--- src/hdl/hex_bin_height_accumulator_top_defines.svh ---
// Assertion macros for the hex bin height accumulator.
// Included by the top level only; expects signals named clock and reset in scope.
`ifndef HEX_BIN_HEIGHT_ACCUMULATOR_TOP_DEFINES_SVH
`define HEX_BIN_HEIGHT_ACCUMULATOR_TOP_DEFINES_SVH

// Checks that the consequent holds in the same cycle as the antecedent.
`define HBHA_ASSERT_NOW(lbl, ante, cons, msg) \
   lbl: assert property (@(posedge clock) disable iff (reset) (ante) |-> (cons)) \
      else $error(msg);

// Checks that the consequent holds a fixed number of cycles after the antecedent.
`define HBHA_ASSERT_LATER(lbl, ante, dly, cons, msg) \
   lbl: assert property (@(posedge clock) disable iff (reset) (ante) |-> ##dly (cons)) \
      else $error(msg);

`endif

--- src/hdl/hbha_pkg.sv ---
// Shared constants and types for the hex bin height accumulator.
// Used by every module of the block; depends on nothing.
package hbha_pkg;

   // Field widths of the pixel and result words.
   localparam int COORD_W = 9;
   localparam int CHAN_W  = 8;
   localparam int RGB_W   = 10;
   localparam int HEX_W   = 7;
   localparam int Q_W     = 8;
   localparam int R_W     = 8;
   localparam int SUM_W   = 28;
   localparam int COUNT_W = 19;
   localparam int REQ_DATA_W = 48;
   localparam int RSP_DATA_W = 64;

   // Default structural parameters.
   localparam int IMAGE_SIZE_DEF = 512;
   localparam int Q_OFFSET_DEF   = 128;
   localparam int TABLE_SIDE_DEF = 256;

   // Hex size register: reset value and usable range.
   localparam logic [HEX_W-1:0] HEX_SCALE_RESET = 7'd5;
   localparam logic [HEX_W-1:0] HEX_SCALE_MIN   = 7'd3;
   localparam logic [HEX_W-1:0] HEX_SCALE_MAX   = 7'd64;

   // sqrt(3) in Q16 and the width of its product with a coordinate.
   localparam int SQ3_W = 17;
   localparam logic [SQ3_W-1:0] SQ3_Q16 = 17'd113512;
   localparam int FRAC_W = 16;
   localparam int PROD_W = 1 + COORD_W + FRAC_W;

   // Divider sizes: 10-bit dividends, divisor 3*s up to 192.
   localparam int DIV_W  = 10;
   localparam int DVSR_W = 8;

   // Saturation limits of a bin.
   localparam logic [SUM_W-1:0]   SUM_MAX   = 28'hFFFFFFF;
   localparam logic [COUNT_W-1:0] COUNT_MAX = 19'h7FFFF;

   // Depth of the queue between the front and back parts.
   localparam int QUEUE_DEPTH = 4;

   // One classified pixel on its way to the bin update.
   typedef struct packed {
      logic [Q_W-1:0]   q;
      logic [R_W-1:0]   r;
      logic [RGB_W-1:0] rgb;
   } bin_item_type;

   // Status reported by the back part.
   typedef struct packed {
      logic clearing;
   } back_status_type;

endpackage

--- src/hdl/hbha_div.sv ---
// Dual restoring divider sharing one divisor, one quotient bit per cycle.
// Depends on hbha_pkg for the dividend and divisor widths.
module hbha_div (
   input  logic                          clock,
   input  logic                          reset,
   input  logic                          start,
   input  logic [hbha_pkg::DIV_W-1:0]    dividend_a,
   input  logic [hbha_pkg::DIV_W-1:0]    dividend_b,
   input  logic [hbha_pkg::DVSR_W-1:0]   divisor,
   output logic                          done,
   output logic [hbha_pkg::DIV_W-1:0]    quotient_a,
   output logic [hbha_pkg::DIV_W-1:0]    quotient_b
);

   localparam int STEP_W = $clog2(hbha_pkg::DIV_W);
   localparam logic [STEP_W-1:0] STEP_LAST = STEP_W'(hbha_pkg::DIV_W - 1);

   logic                          busy_ff, busy_in;
   logic                          done_ff, done_in;
   logic [STEP_W-1:0]             step_ff, step_in;
   logic [hbha_pkg::DIV_W-1:0]    num_a_ff, num_a_in, num_b_ff, num_b_in;
   logic [hbha_pkg::DVSR_W-1:0]   rem_a_ff, rem_a_in, rem_b_ff, rem_b_in;
   logic [hbha_pkg::DVSR_W-1:0]   dvsr_ff, dvsr_in;
   logic [hbha_pkg::DVSR_W:0]     step_a, step_b;

   // One restoring step: returns the new remainder above the quotient bit.
   function automatic logic [hbha_pkg::DVSR_W:0] div_step(
      input logic [hbha_pkg::DVSR_W-1:0] rem,
      input logic                        bit_in,
      input logic [hbha_pkg::DVSR_W-1:0] dv
   );
      logic [hbha_pkg::DVSR_W:0] trial;
      logic [hbha_pkg::DVSR_W:0] diff;
      logic                      ge;
      trial = {rem, bit_in};
      diff  = trial - {1'b0, dv};
      ge    = (trial >= {1'b0, dv});
      if (ge) begin
         return {diff[hbha_pkg::DVSR_W-1:0], 1'b1};
      end else begin
         return {trial[hbha_pkg::DVSR_W-1:0], 1'b0};
      end
   endfunction

   assign step_a = div_step(rem_a_ff, num_a_ff[hbha_pkg::DIV_W-1], dvsr_ff);
   assign step_b = div_step(rem_b_ff, num_b_ff[hbha_pkg::DIV_W-1], dvsr_ff);

   // Next-state logic: load on start, then shift one quotient bit in per cycle.
   always_comb begin
      busy_in  = busy_ff;
      done_in  = 1'b0;
      step_in  = step_ff;
      num_a_in = num_a_ff;
      num_b_in = num_b_ff;
      rem_a_in = rem_a_ff;
      rem_b_in = rem_b_ff;
      dvsr_in  = dvsr_ff;
      if (start) begin
         busy_in  = 1'b1;
         step_in  = '0;
         num_a_in = dividend_a;
         num_b_in = dividend_b;
         rem_a_in = '0;
         rem_b_in = '0;
         dvsr_in  = divisor;
      end else if (busy_ff) begin
         num_a_in = {num_a_ff[hbha_pkg::DIV_W-2:0], step_a[0]};
         num_b_in = {num_b_ff[hbha_pkg::DIV_W-2:0], step_b[0]};
         rem_a_in = step_a[hbha_pkg::DVSR_W:1];
         rem_b_in = step_b[hbha_pkg::DVSR_W:1];
         step_in  = step_ff + 1'b1;
         if (step_ff == STEP_LAST) begin
            busy_in = 1'b0;
            done_in = 1'b1;
         end
      end
   end

   // Control registers take reset; the datapath does not need it.
   always_ff @(posedge clock) begin
      if (reset) begin
         busy_ff <= 1'b0;
         done_ff <= 1'b0;
         step_ff <= '0;
      end else begin
         busy_ff <= busy_in;
         done_ff <= done_in;
         step_ff <= step_in;
      end
      num_a_ff <= num_a_in;
      num_b_ff <= num_b_in;
      rem_a_ff <= rem_a_in;
      rem_b_ff <= rem_b_in;
      dvsr_ff  <= dvsr_in;
   end

   assign done       = done_ff;
   assign quotient_a = num_a_ff;
   assign quotient_b = num_b_ff;

endmodule

--- src/hdl/hbha_front.sv ---
// Front part: hex size register, pixel intake, axial coordinate computation.
// Depends on hbha_pkg and instantiates hbha_div.
module hbha_front #(
   parameter int IMAGE_SIZE = hbha_pkg::IMAGE_SIZE_DEF
) (
   input  logic                               clock,
   input  logic                               reset,
   // Configuration write channel.
   input  logic                               csr_valid,
   output logic                               csr_ready,
   input  logic [hbha_pkg::HEX_W-1:0]         csr_data,
   // Pixel words: pixel_x, pixel_y, red, green, blue from bit 0 up.
   input  logic                               req_tvalid,
   output logic                               req_tready,
   input  logic [hbha_pkg::REQ_DATA_W-1:0]    req_tdata,
   // Link to the queue and the back part.
   input  hbha_pkg::back_status_type          back_status,
   input  logic                               q_full,
   output logic                               q_push,
   output hbha_pkg::bin_item_type             q_item
);

   typedef enum logic [2:0] {F_IDLE, F_MUL, F_PREP, F_DIV, F_PUSH} front_state_type;

   localparam logic [hbha_pkg::COORD_W-1:0] COORD_MAX =
      hbha_pkg::COORD_W'(IMAGE_SIZE - 1);

   front_state_type                    state_ff, state_in;
   logic [hbha_pkg::HEX_W-1:0]         hex_scale_ff, hex_scale_in;
   logic [hbha_pkg::COORD_W-1:0]       x_ff, x_in, y_ff, y_in;
   logic [hbha_pkg::RGB_W-1:0]         rgb_ff, rgb_in;
   logic [hbha_pkg::DVSR_W-1:0]        s3_ff, s3_in;
   logic [hbha_pkg::PROD_W-1:0]        prod_ff, prod_in;
   logic                               sign_ff, sign_in;
   hbha_pkg::bin_item_type             item_ff, item_in;

   logic [hbha_pkg::COORD_W-1:0]       pix_x, pix_y;
   logic [hbha_pkg::CHAN_W-1:0]        pix_red, pix_green, pix_blue;
   logic [hbha_pkg::HEX_W-1:0]         size_use;
   logic [hbha_pkg::PROD_W-1:0]        neg_term, diff;
   logic                               sign_c;
   logic                               accept;
   logic                               div_start, div_done;
   logic [hbha_pkg::DIV_W-1:0]         quot_q, quot_r;

   // Unpack the pixel word.
   assign pix_x     = req_tdata[8:0];
   assign pix_y     = req_tdata[17:9];
   assign pix_red   = req_tdata[25:18];
   assign pix_green = req_tdata[33:26];
   assign pix_blue  = req_tdata[41:34];

   assign csr_ready  = 1'b1;
   assign req_tready = (state_ff == F_IDLE) && !back_status.clearing;
   assign accept     = req_tvalid && req_tready;

   // Hex size limited to its usable range.
   always_comb begin
      if (hex_scale_ff < hbha_pkg::HEX_SCALE_MIN) begin
         size_use = hbha_pkg::HEX_SCALE_MIN;
      end else if (hex_scale_ff > hbha_pkg::HEX_SCALE_MAX) begin
         size_use = hbha_pkg::HEX_SCALE_MAX;
      end else begin
         size_use = hex_scale_ff;
      end
   end

   // Magnitude and sign of sqrt(3)*x - y in Q16.
   assign neg_term = {1'b0, y_ff, {hbha_pkg::FRAC_W{1'b0}}};
   assign sign_c   = (prod_ff < neg_term);
   assign diff     = sign_c ? (neg_term - prod_ff) : (prod_ff - neg_term);

   // The Q16 scaling drops out by truncating the fraction before dividing by 3s.
   assign div_start = (state_ff == F_PREP);

   hbha_div u_div (
      .clock      (clock),
      .reset      (reset),
      .start      (div_start),
      .dividend_a (diff[hbha_pkg::PROD_W-1:hbha_pkg::FRAC_W]),
      .dividend_b ({y_ff, 1'b0}),
      .divisor    (s3_ff),
      .done       (div_done),
      .quotient_a (quot_q),
      .quotient_b (quot_r)
   );

   // Sequencer for one pixel at a time.
   always_comb begin
      state_in     = state_ff;
      hex_scale_in = hex_scale_ff;
      x_in         = x_ff;
      y_in         = y_ff;
      rgb_in       = rgb_ff;
      s3_in        = s3_ff;
      prod_in      = prod_ff;
      sign_in      = sign_ff;
      item_in      = item_ff;
      q_push       = 1'b0;
      if (csr_valid) begin
         hex_scale_in = csr_data;
      end
      case (state_ff)
         F_IDLE: begin
            if (accept) begin
               x_in   = (pix_x > COORD_MAX) ? COORD_MAX : pix_x;
               y_in   = (pix_y > COORD_MAX) ? COORD_MAX : pix_y;
               rgb_in = hbha_pkg::RGB_W'(pix_red) + hbha_pkg::RGB_W'(pix_green)
                        + hbha_pkg::RGB_W'(pix_blue);
               s3_in  = {1'b0, size_use} + {size_use, 1'b0};
               state_in = F_MUL;
            end
         end
         F_MUL: begin
            prod_in  = hbha_pkg::PROD_W'(hbha_pkg::PROD_W'(hbha_pkg::SQ3_Q16)
                       * hbha_pkg::PROD_W'(x_ff));
            state_in = F_PREP;
         end
         F_PREP: begin
            sign_in  = sign_c;
            state_in = F_DIV;
         end
         F_DIV: begin
            if (div_done) begin
               item_in.q   = sign_ff ? hbha_pkg::Q_W'(hbha_pkg::DIV_W'(0) - quot_q)
                                     : hbha_pkg::Q_W'(quot_q);
               item_in.r   = hbha_pkg::R_W'(quot_r);
               item_in.rgb = rgb_ff;
               state_in    = F_PUSH;
            end
         end
         F_PUSH: begin
            if (!q_full) begin
               q_push   = 1'b1;
               state_in = F_IDLE;
            end
         end
         default: begin
            state_in = F_IDLE;
         end
      endcase
   end

   // State, register and datapath storage.
   always_ff @(posedge clock) begin
      if (reset) begin
         state_ff     <= F_IDLE;
         hex_scale_ff <= hbha_pkg::HEX_SCALE_RESET;
      end else begin
         state_ff     <= state_in;
         hex_scale_ff <= hex_scale_in;
      end
      x_ff    <= x_in;
      y_ff    <= y_in;
      rgb_ff  <= rgb_in;
      s3_ff   <= s3_in;
      prod_ff <= prod_in;
      sign_ff <= sign_in;
      item_ff <= item_in;
   end

   assign q_item = item_ff;

endmodule

--- config.mk ---
export PLATFORM = sky130hd
export DESIGN_NAME = hbha_front
export DESIGN_NICKNAME = d
export VERILOG_FILES = /design/src/hdl/hex_bin_height_accumulator_top_defines.svh /design/src/hdl/hbha_pkg.sv /design/src/hdl/hbha_div.sv /design/src/hdl/hbha_front.sv
export SDC_FILE = /design/constraint.sdc
export NUM_CORES = 1
export LEC_CHECK = 0
export BUFFER_PORTS_ARGS = -buffer_cell sky130_fd_sc_hd__buf_2
export CAP_MARGIN = 20
export CORE_UTILIZATION = 30
export DETAILED_ROUTE_END_ITERATION = 8
export SLEW_MARGIN = 10
export SYNTH_ARGS = -nofsm -noshare
export SYNTH_HDL_FRONTEND = slang
export SYNTH_SLANG_ARGS = --single-unit
--- constraint.sdc ---
create_clock -name clock -period 5 [get_ports clock]
set_input_delay 0.25 -clock clock [delete_from_list [all_inputs] [get_ports clock]]
set_output_delay 0.25 -clock clock [all_outputs]
set_load 0.02 [all_outputs]
==> metrics.yaml <==
timing:
  fin_crit_sh_pct: 93.5
  maxSlewViolCount: 0
  fmax_mhz: 214
  relSlewSlack_pct: 35.9
  hold_viol_final: 0
  finClkSkew_ps: 17.5
  setup_violations: 0
  layout_min_cycle_time_ps: 4670
  rsz0062_at_grt: "no"
  fin_setup_tns_ps: 0
  tightest_slew_ps: 961
  whs_ps: 39.1
setup_path:
  cp_slowest_cell: "fa_1"
  crit_required_ps: 5170
  worst_ep_arrival_time_ps: 4840
  crit_chain: "ha_1 > fa_1 > inv_1 > fa_1 > fa_1 > inv_1 > ha_1 > a21o_1 > a21o_1 > a2111oi_0 > a21o_1 > o21bai_1 > a21oi_1 > xnor2_1"
  path_delay_family: "adder cells"
  critPathMaxStageDelay_ps: 560
  crit_buf_inv: 2
  critPathMaxFanout: 7
  critPathKind: "reg -> reg"
  cp-end-kind: "register"
  crit_path_start_kind: "register"
routing:
  vias_per_cell: 4.50
  drc_errors: 0
  wl_per_cell_um: 13.0
  vias: 6602
  first_pass_iters: 4
  wl_met3_um: 878
  drtIter0Drc: 276
  wl_met2_um: 8930
  totalWireLength_um: 19100
  postRouteAntennaNets: 0
  top_layer: "met4"
  m1WireLength_um: 8960
final_layout:
  multi_input_comb_area_um2: 5200
  fin_nets: 1227
  regArea_um2: 4050
  antenna_cells: 0
  final_cell_mix: "inv_1 (133), edfxtp_1 (113), ha_1 (101)"
  area_growth_pct: 15.4
  fillers: 3280
  fin_cells: 1466
  drive_gt1_share_pct: 13.3
  layout_commonest_cell: "inv_1"
outcome:
  status: "finished clean"
grt:
  antenna_found_initial: 0
  grt_pass1_wl_um: 32200
  grt_max_degree: 54
  track_usage_pct: 12.1
  overflow: 0
  grt_pass1_vias: 6686
die:
  die_area_um2: 33900
  die_w_um: 184
  num_io_pins: 90
  rows: 66
  core_area_um2: 32500
  die_h_um: 184
  initial_utilization_pct: 30.6
yosys:
  syn_area_um2: 9940
  synth_edf_count: 113
  yosysSeqAreaShare_pct: 40.8
  yosys_warnings: 0
  synth_fp_nets: 1146
  async_reset_ff_share_pct: 0
  yosys_most_used_dff: "edfxtp_1"
  synth.avg_cell_area_um2: 10.7
  netlist_instances: 930
  ys_seq_elements: 146
  ys_types: 62
clocking:
  post_cts_buffers: 0
  cts_tree: "yes"
  clock_sinks: 146
  clockBufferDepth: 2
  cts_root_buffer: "clkbuf_16"
  clkSlewWorstSetupHoldPaths_ps: 70
  cts_buffers: 17
  clk_latency_ps: 430
  cts.htree.levels: 4
pwr:
  powerDensity_nw_per_um2: 465
  ir_drop_mv: 0.222
  p_leak_uw: 0.00499
  power_uw: 5330
placed_design:
  numPortBuffers: 82
  dp_hpwl_um: 14700
  gp_congestion: 0.821
  place_inst: 1418
job:
  drv_cap: 0
hold_path:
  min_path_type: "in -> reg"
[final cells by class]
type	count	share of cell area, %
inverter	134	4.38
timing repair buffer	104	5.36
multi-input combinational	608	45.3
clock inverter	10	0.665
tap	442	4.82
sequential	146	35.3
clock buffer	22	4.15
[through the flow]
stage	utilization (%)	area, um^2	setup WS [ps]
floorplan	-	9940	666
global placement	33.1	10800	409
detailed placement	33.1	10800	361
CTS	35.2	11500	341
global route	35.3	11500	52.8
finish	35.3	11500	325
[worst register-to-register path: stages, from the launching register on]
cell and delay, ps:
edfxtp_1 540, ha_1 440, fa_1 560, inv_1 80, fa_1 450, fa_1 520, inv_1 40, ha_1 370
a21o_1 220, a21o_1 190, a2111oi_0 400, a21o_1 260, o21bai_1 80, a21oi_1 170, xnor2_1 90
[Yosys cell counts, drive strengths merged, types with 9 or more instances]
cell type	instances	area share, %
inv	133	5.0
o21a	12	0.91
clkbuf	32	1.2
nand3	17	0.86
a21oi	52	2.7
nor2	50	1.9
a31oi	10	0.63
dfxtp	33	6.6
ha	101	13
xor2	18	1.6
a211oi	9	0.68
nand2	36	1.4
nor3	16	0.81
nand2b	9	0.59
buf	10	0.84
edfxtp	113	34
xnor2	42	3.7
mux2i	17	1.7
nor2b	17	1.1
o21ai	60	3.0
a21o	20	1.5
fa	54	11
[registers in the layout, summed over array words and instances, names as in the netlist, 3 cells and up]
name	count
q_item	26
u_div.rem_b_ff	8
s3_ff	8
state_ff	3
u_div.step_ff	4
u_div.quotient_a	10
u_div.quotient_b	10
u_div.rem_a_ff	8
y_ff	9
u_div.dvsr_ff	8
hex_scale_ff	7
x_ff	9
rgb_ff	10
prod_ff	23
[where the power goes]
group / internal, uW / switching (uW)
sequential: 1590 / 107
combinational: 1100 / 1330
clock: 686 / 530
[cell families after synthesis]
family                     count (synthesis)  synth area share, %
DFF                                      146                 40.8
adders and majority gates                155                 23.6
buffers and inverters                    176                 7.11
xor gates and xnor gates                  60                 5.29
AOI/OAI and AO/OA                        194                 12.1
and+or+nand+nor                          178                 9.06
muxes                                     20                 2.05
other                                      1               0.0377
[layer usage]
| layer | global-route usage, % | up-vias |
|---|---|---|
| met5 | 0 | - |
| met4 | 4.40 | 0 |
| met3 | 2.89 | 17 |
| met2 | 20.2 | 110 |
| met1 | 15.2 | 3113 |
| li1 | - | 3362 |
[final timing paths]
check | start | to | slack (ps) | cells after the start
hold reg to reg | s3_ff[3]$_DFFE_PP_ | u_div.dvsr_ff[3]$_DFFE_PP_ | 420 | 0
setup / recovery | x_ff[7]$_SDFFCE_PN1P_ | prod_ff[23]$_DFFE_PP_ | 330 | 14
hold / removal | csr_data[2] | hex_scale_ff[2]$_SDFFE_PP1P_ | 40 | 2
setup reg to reg | x_ff[7]$_SDFFCE_PN1P_ | prod_ff[23]$_DFFE_PP_ | 330 | 14
[what timing repair did]
item,in CTS,in global routing
endpoints found under the setup margin,0,2
hold endpoints to repair,16,0
gates resized for setup,0,2
hold buffers,16,0
Power figures use the tool's default switching activity.
