--- src/hdl/hex_bin_height_accumulator_top_defines.svh ---
// Assertion macros for the hex bin height accumulator.
// Included by the top level only; expects signals named clock and reset in scope.
`ifndef HEX_BIN_HEIGHT_ACCUMULATOR_TOP_DEFINES_SVH
`define HEX_BIN_HEIGHT_ACCUMULATOR_TOP_DEFINES_SVH

// Checks that the consequent holds in the same cycle as the antecedent.
`define HBHA_ASSERT_NOW(lbl, ante, cons, msg) \
   lbl: assert property (@(posedge clock) disable iff (reset) (ante) |-> (cons)) \
      else $error(msg);

// Checks that the consequent holds a fixed number of cycles after the antecedent.
`define HBHA_ASSERT_LATER(lbl, ante, dly, cons, msg) \
   lbl: assert property (@(posedge clock) disable iff (reset) (ante) |-> ##dly (cons)) \
      else $error(msg);

`endif

--- src/hdl/hbha_pkg.sv ---
// Shared constants and types for the hex bin height accumulator.
// Used by every module of the block; depends on nothing.
package hbha_pkg;

   // Field widths of the pixel and result words.
   localparam int COORD_W = 9;
   localparam int CHAN_W  = 8;
   localparam int RGB_W   = 10;
   localparam int HEX_W   = 7;
   localparam int Q_W     = 8;
   localparam int R_W     = 8;
   localparam int SUM_W   = 28;
   localparam int COUNT_W = 19;
   localparam int REQ_DATA_W = 48;
   localparam int RSP_DATA_W = 64;

   // Default structural parameters.
   localparam int IMAGE_SIZE_DEF = 512;
   localparam int Q_OFFSET_DEF   = 128;
   localparam int TABLE_SIDE_DEF = 256;

   // Hex size register: reset value and usable range.
   localparam logic [HEX_W-1:0] HEX_SCALE_RESET = 7'd5;
   localparam logic [HEX_W-1:0] HEX_SCALE_MIN   = 7'd3;
   localparam logic [HEX_W-1:0] HEX_SCALE_MAX   = 7'd64;

   // sqrt(3) in Q16 and the width of its product with a coordinate.
   localparam int SQ3_W = 17;
   localparam logic [SQ3_W-1:0] SQ3_Q16 = 17'd113512;
   localparam int FRAC_W = 16;
   localparam int PROD_W = 1 + COORD_W + FRAC_W;

   // Divider sizes: 10-bit dividends, divisor 3*s up to 192.
   localparam int DIV_W  = 10;
   localparam int DVSR_W = 8;

   // Saturation limits of a bin.
   localparam logic [SUM_W-1:0]   SUM_MAX   = 28'hFFFFFFF;
   localparam logic [COUNT_W-1:0] COUNT_MAX = 19'h7FFFF;

   // Depth of the queue between the front and back parts.
   localparam int QUEUE_DEPTH = 4;

   // One classified pixel on its way to the bin update.
   typedef struct packed {
      logic [Q_W-1:0]   q;
      logic [R_W-1:0]   r;
      logic [RGB_W-1:0] rgb;
   } bin_item_type;

   // Status reported by the back part.
   typedef struct packed {
      logic clearing;
   } back_status_type;

endpackage

--- src/hdl/hbha_queue.sv ---
// Short queue of classified pixels between the front and back parts.
// Depends on hbha_pkg for the item type and the depth.
module hbha_queue (
   input  logic                    clock,
   input  logic                    reset,
   input  logic                    push,
   input  hbha_pkg::bin_item_type  push_item,
   output logic                    full,
   input  logic                    pop,
   output hbha_pkg::bin_item_type  head,
   output logic                    empty
);

   localparam int PTR_W = $clog2(hbha_pkg::QUEUE_DEPTH);
   localparam int CNT_W = $clog2(hbha_pkg::QUEUE_DEPTH + 1);
   localparam logic [CNT_W-1:0] CNT_FULL = CNT_W'(hbha_pkg::QUEUE_DEPTH);
   localparam logic [PTR_W-1:0] PTR_LAST = PTR_W'(hbha_pkg::QUEUE_DEPTH - 1);

   hbha_pkg::bin_item_type  slots_ff [hbha_pkg::QUEUE_DEPTH];
   logic [PTR_W-1:0]        wr_ptr_ff, wr_ptr_in, rd_ptr_ff, rd_ptr_in;
   logic [CNT_W-1:0]        count_ff, count_in;
   logic                    do_push, do_pop;

   assign full    = (count_ff == CNT_FULL);
   assign empty   = (count_ff == '0);
   assign do_push = push && !full;
   assign do_pop  = pop && !empty;
   assign head    = slots_ff[rd_ptr_ff];

   // Pointer and fill count update.
   always_comb begin
      wr_ptr_in = wr_ptr_ff;
      rd_ptr_in = rd_ptr_ff;
      count_in  = count_ff;
      if (do_push) begin
         wr_ptr_in = (wr_ptr_ff == PTR_LAST) ? '0 : wr_ptr_ff + 1'b1;
      end
      if (do_pop) begin
         rd_ptr_in = (rd_ptr_ff == PTR_LAST) ? '0 : rd_ptr_ff + 1'b1;
      end
      if (do_push && !do_pop) begin
         count_in = count_ff + 1'b1;
      end else if (do_pop && !do_push) begin
         count_in = count_ff - 1'b1;
      end
   end

   always_ff @(posedge clock) begin
      if (reset) begin
         wr_ptr_ff <= '0;
         rd_ptr_ff <= '0;
         count_ff  <= '0;
      end else begin
         wr_ptr_ff <= wr_ptr_in;
         rd_ptr_ff <= rd_ptr_in;
         count_ff  <= count_in;
      end
      if (do_push) begin
         slots_ff[wr_ptr_ff] <= push_item;
      end
   end

endmodule

--- config.mk ---
export PLATFORM = sky130hd
export DESIGN_NAME = hbha_queue
export DESIGN_NICKNAME = d
export VERILOG_FILES = /design/src/hdl/hex_bin_height_accumulator_top_defines.svh /design/src/hdl/hbha_pkg.sv /design/src/hdl/hbha_queue.sv
export SDC_FILE = /design/constraint.sdc
export NUM_CORES = 1
export LEC_CHECK = 0
export BUFFER_PORTS_ARGS = -buffer_cell sky130_fd_sc_hd__buf_4
export CAP_MARGIN = 20
export CELL_PAD_IN_SITES_DETAIL_PLACEMENT = 1
export CELL_PAD_IN_SITES_GLOBAL_PLACEMENT = 2
export CORE_MARGIN = 2
export CORE_UTILIZATION = 44
export CTS_CLUSTER_SIZE = 24
export DETAILED_ROUTE_END_ITERATION = 10
export PLACE_DENSITY_LB_ADDON = 0.08
export SLEW_MARGIN = 15
export SYNTH_ARGS = -nofsm -noshare
export SYNTH_HDL_FRONTEND = slang
export SYNTH_SLANG_ARGS = --single-unit
--- constraint.sdc ---
create_clock -name clock -period 2.7 [get_ports clock]
set_input_delay 0.405 -clock clock [delete_from_list [all_inputs] [get_ports clock]]
set_output_delay 0.405 -clock clock [all_outputs]
set_load 0.05 [all_outputs]
==> results by group, run 1 <==
Outcome
  – Outcome: finished, final reports clean

Placed design
  – HPWL Detailed: 4762 microns
  – Post-Place Cells: 367
  – Worst setup slack after placement: 0.2578 ns
  – Port-buffer cells: 57
  – Weighted congestion at the end of routability-driven global placement: 0.6635

Timing
  – Hold violation count in the final report: 0
  – Setup Skew: 0.008063 ns
  – Total negative slack: 0 ns
  – Worst-case setup margin in the final layout: 0.3086 ns
  – Final count of negative-setup-slack endpoints: 0
  – Max-slew violation count: 0
  – Pin slew with the least headroom to its limit: 0.7277 ns
  – Normalized max-slew margin: 0.5149
  – Setup repair after global routing missed its margin: false
  – Maximum clock frequency: 418.2 MHz
  – Final period util: 0.8857
  – Time the final worst path needs with I/O delays and setup: 2.391 ns

Run
  – Max-cap violation count: 0

Clock network
  – Count of instances resized after the clock tree is built: 0
  – Number of H-tree levels: 4
  – Clock latency at the later pin of the worst-skew pair: 0.51 ns
  – TritonCTS Buffers: 17
  – Root Buffer Master: clkbuf_8
  – Post-CTS Hold Fix Bufs: 0
  – Clock sinks: 113
  – Clock tree from TritonCTS: built
  – Longest Clk Path Bufs: 2
  – Post-CTS setup buffer count: 0
  – Clock transition at the registers of the reported paths: 0.06 ns

Critical path
  – Biggest cell delay along the critical path: 0.46 ns
  – Signal arrival time at the worst endpoint: 2.83 ns
  – Critical Setup Path Class: flop to flop
  – Maximum fanout encountered on the critical timing path: 7
  – Data required, critical path: 3.14 ns
  – Kind of launch point of the worst setup path: flop
  – Source of the critical timing path: count_ff[0]$_SDFFE_PP0P_
  – Highest-delay cell along the critical path: dfxtp_1
  – Series of cell instances along the critical path: or3b_4 > clkinv_4 > nor2_2 > ha_1 > inv_1 > fa_1 > xor2_1 > or3_2 > a21oi_1
  – Endpoint kind of the worst setup timing path: flop
  – Critical R2R Launch: count_ff[0]$_SDFFE_PP0P_

Detailed routing
  – Antenna Violating Nets Remaining: 0
  – Post-detailed-route DRC marker count: 0
  – Via count: 2028
  – Ratio of routed vias to standard cells: 5.083
  – Detailed Routing Iterations Pass 1: 4
  – Post-DR wirelength/cell: 19.54 microns
  – Number of violations reported at the end of detailed-routing iteration 0: 96
  – Detailed-route wire length: 7795 microns

Global routing
  – Number of antenna violations at the first check in global routing: 0
  – Gr usage total: 0.1663
  – Vias in the first global route: 2190
  – Global-route wire length before repair: 12180 microns
  – Total global routing overflow: 0
  – Largest net degree at the start of global routing: 27

Floorplanning
  – Die area: 10450 sq um
  – IO Pins: 58
  – Effective utilization at floorplan: 0.4573
  – Die X: 102.2 microns
  – Core Region: 9284 sq um
  – Core Rows: 35
  – Die Span Y: 102.2 microns

Power and ir drop
  – Total power per unit cell area: 1117 nW/um^2
  – Standby leakage power: 1.891 nW
  – Peak supply drop: 0.4788 mV
  – Tot Pwr: 0.006017 W

Final layout
  – Final cell count without fillers: 399
  – Diode insertion count for antenna repair: 0
  – Fraction of final layout cells sized beyond drive strength 1: 0.4704
  – Most common cell after layout, fill and taps aside: edfxtp_1
  – FILL cells: 841
  – Final Net Count: 294
  – Most frequent cells in the layout: 104 x edfxtp_1, 60 x buf_4, 26 x mux4_2
  – Area overhead of the layout relative to synthesis: 26.88%

Synth
  – Syn_area_per_cell: 22.82 sq um
  – Total of flip-flops plus latches after synthesis: 113
  – Distinct cell type count of the synthesized netlist: 26
  – Share of synthesized area occupied by flip-flops and latches: 0.7781
  – Post-synthesis instance area: 4245 sq um
  – Net count after synthesis: 223
  – Yosys synthesis warning count: 0
  – Post-Synthesis Cells: 186

Min path
  – HP Class: input pin to flop
  – Startpoint of the most critical hold path: push_item[17]
## power breakdown
| group | leakage, nW | switching (W) | total [W] | internal, W |
|---|---|---|---|---|
| Clock | 0.282 | 0.000753 | 0.00215 | 0.00140 |
| Combinational | 0.581 | 0.00107 | 0.00166 | 0.000590 |
| Sequential | 1.03 | 0.0000760 | 0.00220 | 0.00213 |
| Total | 1.89 | 0.00190 | 0.00602 | 0.00412 |
## registers in the layout, indices dropped and copies added, names as in the netlist, named ones only
name / count
slots_ff: 104
count_ff: 3
wr_ptr_ff: 2
rd_ptr_ff: 2
## cell type report
class,count,area (sq um),area share
well taps,129,161.4,0.02997
multi-input cells,60,864.6,0.1605
repair buffers,60,450.4,0.08362
flip-flops and latches,113,3304,0.6135
clock buffers,18,417.9,0.07758
inverters,5,23.77,0.004413
clock inverters,14,163.9,0.03043
## layer usage
metal	track usage	vias to the layer above	routed length, microns	part of all wire
met3	0.06635	13	393	0.050
met1	0.1949	1048	3152	0.40
met4	0.05538	0	93	0.012
met2	0.2819	58	4156	0.53
met5	0	-	0	0
li1	-	909	-	-
## synth_stat cells (all sizes together)
master,number,area share
a21oi,3,0.0035
and3,4,0.0071
buf,7,0.012
clkbuf,1,0.00088
clkinv,1,0.0021
dfxtp,9,0.042
edfxtp,104,0.74
fa,1,0.0047
ha,6,0.018
inv,4,0.0035
mux2i,2,0.0047
mux4,26,0.14
nand2,1,0.00088
nand3,2,0.0024
nor2,4,0.0041
nor3,2,0.0024
o21ai,2,0.0024
o31ai,2,0.0059
or3,2,0.0032
or3b,1,0.0021
xor2,2,0.0041
## final timing paths
kind | end | slack (ns) | depth (start not counted)
worst min register to register | rd_ptr_ff[1]$_SDFFE_PP0P_ | 0.54 | 2
worst max register to register | count_ff[2]$_SDFFE_PP0P_ | 0.31 | 9
worst max-delay path | count_ff[2]$_SDFFE_PP0P_ | 0.31 | 9
worst min-delay path | slots_ff[2][17]$_DFFE_PP_ | 0.10 | 1
## metrics by stage
stage / utilization / area [sq um] / hold WS, ns
global placement: 0.5173 / 4802 / 0.4985
CTS: 0.5799 / 5384 / 0.07484
global route: 0.5802 / 5386 / 0.07761
finish: 0.5802 / 5386 / 0.1002
floorplan: - / 4245 / 0.4634
detailed placement: 0.5173 / 4802 / 0.5024
## logic make-up after synthesis
group,after synthesis,share of synthesized area
flops,113,0.7781
mux,28,0.1426
simple gates,16,0.02211
buf+inv,13,0.01886
compound gates,7,0.01178
fa+ha+maj,7,0.02240
xor+xnor,2,0.004127
## worst max-delay path, delay by kind of cell, from the launching register on
family                   cells  cell delay [ns]
AO/OA/AOI/OAI                1             0.16
adder cells (fa/ha/maj)      2             0.60
flip-flops                   1             0.46
XOR/XNOR                     1             0.18
AND/OR/NAND/NOR              3             0.79
buffers and inverters        2             0.14
(Power assumes the default switching activity.)
==> run 2: changes to the inputs <==
==> constraint.sdc (replaced) <==
create_clock -name clock -period 2.7 [get_ports clock]
set_input_delay 0.675 -clock clock [delete_from_list [all_inputs] [get_ports clock]]
set_output_delay 0.675 -clock clock [all_outputs]
set_load 0.05 [all_outputs]
==> results by group, run 2 (same netlist as run 1, synthesis figures left out) <==
Clock network
  – Longest Clk Path Bufs: 2
  – Post-CTS Hold Fix Bufs: 0
  – Count of instances resized after the clock tree is built: 0
  – Root Buffer Master: clkbuf_8
  – Clock transition at the registers of the reported paths: 0.06 ns
  – Number of H-tree levels: 4
  – Clock sinks: 113
  – TritonCTS Buffers: 17
  – Clock latency at the later pin of the worst-skew pair: 0.51 ns
  – Post-CTS setup buffer count: 0
  – Clock tree from TritonCTS: built

Timing
  – Worst-case setup margin in the final layout: 0.1539 ns
  – Total negative slack: 0 ns
  – Max-slew violation count: 0
  – Time the final worst path needs with I/O delays and setup: 2.546 ns
  – Hold violation count in the final report: 0
  – Pin slew with the least headroom to its limit: 0.7395 ns
  – Setup Skew: 0.008610 ns
  – Normalized max-slew margin: 0.5070
  – Maximum clock frequency: 392.8 MHz
  – Final period util: 0.9430
  – Setup repair after global routing missed its margin: false
  – Final count of negative-setup-slack endpoints: 0

Final layout
  – Largest registers ranked by flip-flop count: slots_ff x104, count_ff x3
  – Area taken by flip-flops and latches: 3304 sq um
  – Final Cell Area: 5335 sq um
  – Most common cell after layout, fill and taps aside: edfxtp_1
  – Diode insertion count for antenna repair: 0
  – Final cell count without fillers: 398
  – Number of flip-flops under the largest register name: 104
  – Multi-input logic area: 862.1 sq um
  – Most frequent cells in the layout: 104 x edfxtp_1, 60 x buf_4, 26 x mux4_2
  – Fraction of final layout cells sized beyond drive strength 1: 0.4684
  – Share of the core filled with cells: 0.5747
  – Area overhead of the layout relative to synthesis: 25.67%
  – FILL cells: 842
  – Final Net Count: 294
  – Biggest register: slots_ff

Critical path
  – Worst path bufs/invs: 2
  – Signal arrival time at the worst endpoint: 1.87 ns
  – Most frequent cell on the critical path: buf_4
  – Top Family by Delay on Critical Path: multiplexers
  – Biggest cell delay along the critical path: 0.56 ns
  – Kind of launch point of the worst setup path: flop
  – Maximum fanout encountered on the critical timing path: 13
  – Data required, critical path: 2.03 ns
  – Series of cell instances along the critical path: buf_4 > mux4_2 > buf_4
  – Endpoint kind of the worst setup timing path: output port
  – Highest-delay cell along the critical path: mux4_2
  – Critical Setup Path Class: flop to output port

Detailed routing
  – Antenna Violating Nets Remaining: 0
  – Post-DR wirelength/cell: 19.89 microns
  – Detailed-route wire length: 7915 microns
  – Number of violations reported at the end of detailed-routing iteration 0: 125
  – Ratio of routed vias to standard cells: 5.060
  – Detailed Routing Iterations Pass 1: 4
  – Post-detailed-route DRC marker count: 0
  – Via count: 2014

Floorplanning
  – IO Pins: 58
  – Die X: 102.2 microns
  – Die area: 10450 sq um
  – Core Region: 9284 sq um
  – Core Rows: 35
  – Effective utilization at floorplan: 0.4573
  – Die Span Y: 102.2 microns

Global routing
  – Number of antenna violations at the first check in global routing: 0
  – Vias in the first global route: 2240
  – Gr usage total: 0.1672
  – Global-route wire length before repair: 12110 microns
  – Largest net degree at the start of global routing: 27
  – Total global routing overflow: 0

Power and ir drop
  – Total power per unit cell area: 1089 nW/um^2
  – Standby leakage power: 1.859 nW
  – Peak supply drop: 0.5084 mV

Placed design
  – Post-Place Cells: 367
  – Weighted congestion at the end of routability-driven global placement: 0.6522
  – HPWL Detailed: 4851 microns
  – Worst setup slack after placement: 0.2230 ns
  – Port-buffer cells: 57
  – DP Area: 4802 sq um

Run
  – Max-cap violation count: 0

Outcome
  – Outcome: finished, final reports clean

Min path
  – HP Class: input pin to flop
-- run 2: cell count changes in the layout (fill, tap and decap cells not counted), sizes merged --
cell      previous run  this run
clkinv               9         8
clkinvlp             2         4
bufinv               3         1
-- run 2: path summary, 6_finish.rpt --
| kind | startpoint | to | slack (ns) | cells past startpoint |
|---|---|---|---|---|
| min reg2reg | rd_ptr_ff[0]$_SDFFE_PP0P_ | flop | 0.52 | 2 |
| min | push_item[22] | slots_ff[3][22]$_DFFE_PP_ | 0.37 | 1 |
| max | flop | head[24] | 0.15 | 3 |
| max reg2reg | count_ff[0]$_SDFFE_PP0P_ | count_ff[2]$_SDFFE_PP0P_ | 0.22 | 9 |
-- run 2: through the flow --
step           hold WS (ns)  total power [W]
2_1_floorplan        0.4634         0.003445
3_3_place_gp         0.4973         0.003852
3_5_place_dp         0.5010         0.003910
4_1_cts              0.3363         0.005892
5_1_grt              0.3402         0.006054
6_report             0.3654         0.005812
-- run 2: area by class of cell --
cell class,instances,share of cell area
clock buffers,18,0.07833
clock inverters,13,0.02158
inverters,5,0.004456
multi-input cells,60,0.1616
flip-flops and latches,113,0.6194
well taps,129,0.03025
repair buffers,60,0.08443
-- run 2: metal layers --
layer  wire, microns  global-route usage  up-vias  part of all wire
met3             432             0.06224       10             0.055
li1                -                   -      908                 -
met5               0                   0        -                 0
met4             128             0.07487        0             0.016
met1            3127              0.1986     1037              0.40
met2            4227              0.2743       59              0.53
-- run 2: worst reg2reg max path: cells and delay by family (launching register included) --
family	cells	cell delay, ns
compound gates	1	0.15
xor+xnor	1	0.18
fa+ha+maj	2	0.60
buf+inv	2	0.16
flops	1	0.43
simple gates	3	0.88
-- run 2: report_power, final --
| group | leakage [nW] | switching, W | internal, W |
|---|---|---|---|
| sequential | 1.03 | 0.0000744 | 0.00213 |
| clock | 0.253 | 0.000752 | 0.00121 |
| combinational | 0.579 | 0.00106 | 0.000587 |
| total | 1.86 | 0.00189 | 0.00392 |
==> run 3: changes to the inputs <==
GPL_TIMING_DRIVEN = 0   (was default)
==> results by group, run 3 (same netlist as run 1, synthesis figures left out) <==
Outcome
  – Outcome: finished, final reports clean

Floorplanning
  – Die Span Y: 102.2 microns
  – Core Rows: 35
  – Die X: 102.2 microns
  – Core Region: 9284 sq um
  – Effective utilization at floorplan: 0.4573
  – Die area: 10450 sq um
  – IO Pins: 58

Clock network
  – Clock latency at the later pin of the worst-skew pair: 0.50 ns
  – TritonCTS Buffers: 17
  – Clock sinks: 113
  – Longest Clk Path Bufs: 2
  – Number of H-tree levels: 4
  – Post-CTS Hold Fix Bufs: 0
  – Root Buffer Master: clkbuf_8
  – Post-CTS setup buffer count: 0
  – Clock transition at the registers of the reported paths: 0.05 ns
  – Clock tree from TritonCTS: built

Run
  – Max-cap violation count: 0

Critical path
  – Series of cell instances along the critical path: buf_6 > buf_8 > mux4_2 > buf_4
  – Data required, critical path: 2.03 ns
  – Maximum fanout encountered on the critical timing path: 10
  – Top Family by Delay on Critical Path: buffers and inverters
  – Worst path bufs/invs: 3
  – Endpoint kind of the worst setup timing path: output port
  – Signal arrival time at the worst endpoint: 1.92 ns
  – Highest-delay cell along the critical path: mux4_2
  – Kind of launch point of the worst setup path: flop
  – Biggest cell delay along the critical path: 0.53 ns
  – Critical Setup Path Class: flop to output port

Detailed routing
  – Number of violations reported at the end of detailed-routing iteration 0: 83
  – Detailed Routing Iterations Pass 1: 4
  – Via count: 1997
  – Post-DR wirelength/cell: 18.00 microns
  – Detailed-route wire length: 7200 microns
  – Post-detailed-route DRC marker count: 0
  – Ratio of routed vias to standard cells: 4.993
  – Antenna Violating Nets Remaining: 0

Power and ir drop
  – Peak supply drop: 0.6718 mV
  – Standby leakage power: 1.910 nW
  – Total power per unit cell area: 1116 nW/um^2
  – Tot Pwr: 0.006063 W

Global routing
  – Global-route wire length before repair: 11090 microns
  – Vias in the first global route: 2087
  – Number of antenna violations at the first check in global routing: 0
  – Largest net degree at the start of global routing: 27
  – Total global routing overflow: 0
  – Gr usage total: 0.1506

Final layout
  – Area overhead of the layout relative to synthesis: 27.94%
  – Most common cell after layout, fill and taps aside: edfxtp_1
  – Largest registers ranked by flip-flop count: slots_ff x104, count_ff x3
  – Fraction of final layout cells sized beyond drive strength 1: 0.4649
  – Most frequent cells in the layout: 104 x edfxtp_1, 57 x buf_4, 26 x mux4_2
  – Number of flip-flops under the largest register name: 104
  – Final Net Count: 297
  – Biggest register: slots_ff
  – Diode insertion count for antenna repair: 0
  – Final Cell Area: 5431 sq um

Placed design
  – DP Area: 4827 sq um
  – Weighted congestion at the end of routability-driven global placement: 0.6573
  – Port-buffer cells: 56
  – HPWL Detailed: 4301 microns
  – Worst setup slack after placement: 0.2641 ns

Timing
  – Total negative slack: 0 ns
  – Hold violation count in the final report: 0
  – Final period util: 0.9594
  – Post-Route Hold Slack: 0.3767 ns
  – Worst-case setup margin in the final layout: 0.1095 ns
  – Normalized max-slew margin: 0.5135
  – Setup repair after global routing missed its margin: false
  – Final count of negative-setup-slack endpoints: 0
  – Time the final worst path needs with I/O delays and setup: 2.590 ns
  – Pin slew with the least headroom to its limit: 0.7297 ns
  – Maximum clock frequency: 386.0 MHz
  – Max-slew violation count: 0
  – Setup Skew: 0.006037 ns

Min path
  – HP Class: input pin to flop
[run 3: timing repair]
action | CTS | global route
pin swaps | 0 | 0
setup endpoints to repair | 20 | 20
gates cloned | 0 | 0
resized for setup | 5 | 2
[run 3: worst register-to-register path, stage by stage (launching register included)]
cell and delay, ns:
dfxtp_1 0.45, or3b_1 0.17, buf_6 0.13, clkinv_4 0.05, nor2_2 0.12, ha_1 0.21, inv_1 0.06, fa_1 0.38
xor2_1 0.17, or3_2 0.41, a21oi_1 0.14
[run 3: per-stage QoR]
| step | utilization | std cells |
|---|---|---|
| 2_1_floorplan | - | 186 |
| 3_3_place_gp | 0.5199 | 371 |
| 3_5_place_dp | 0.5199 | 371 |
| 4_1_cts | 0.5841 | 400 |
| 5_1_grt | 0.5850 | 400 |
| 6_report | 0.5850 | 400 |
[run 3: area by class of cell]
class | count | area (sq um)
well taps | 129 | 161.4
flip-flops and latches | 113 | 3304
repair buffers | 56 | 420.4
inverters | 5 | 23.77
plain buffers | 7 | 73.82
multi-input cells | 60 | 862.1
clock inverters | 12 | 167.7
clock buffers | 18 | 417.9
fillers | 833 | 3852
[run 3: report_power, final]
group / leakage [nW] / internal [W] / switching (W)
clock: 0.284 / 0.00147 / 0.000711
sequential: 1.03 / 0.00213 / 0.0000750
combinational: 0.598 / 0.000623 / 0.00105
total: 1.91 / 0.00422 / 0.00184
[run 3: layer usage]
metal | up-vias | routed length, microns | GRT usage
li1 | 916 | - | -
met1 | 1027 | 3106 | 0.1849
met2 | 47 | 3662 | 0.2404
met3 | 7 | 347 | 0.05814
met4 | 0 | 84 | 0.06462
met5 | - | 0 | 0
[run 3: path summary, 6_finish.rpt]
kind	startpoint	endpoint	slack (ns)	cells after the start
min	push_item[12]	slots_ff[2][12]$_DFFE_PP_	0.38	1
min reg2reg	rd_ptr_ff[0]$_SDFFE_PP0P_	rd_ptr_ff[0]$_SDFFE_PP0P_	0.51	2
max	flop	head[21]	0.11	4
max reg2reg	count_ff[0]$_SDFFE_PP0P_	count_ff[2]$_SDFFE_PP0P_	0.35	10
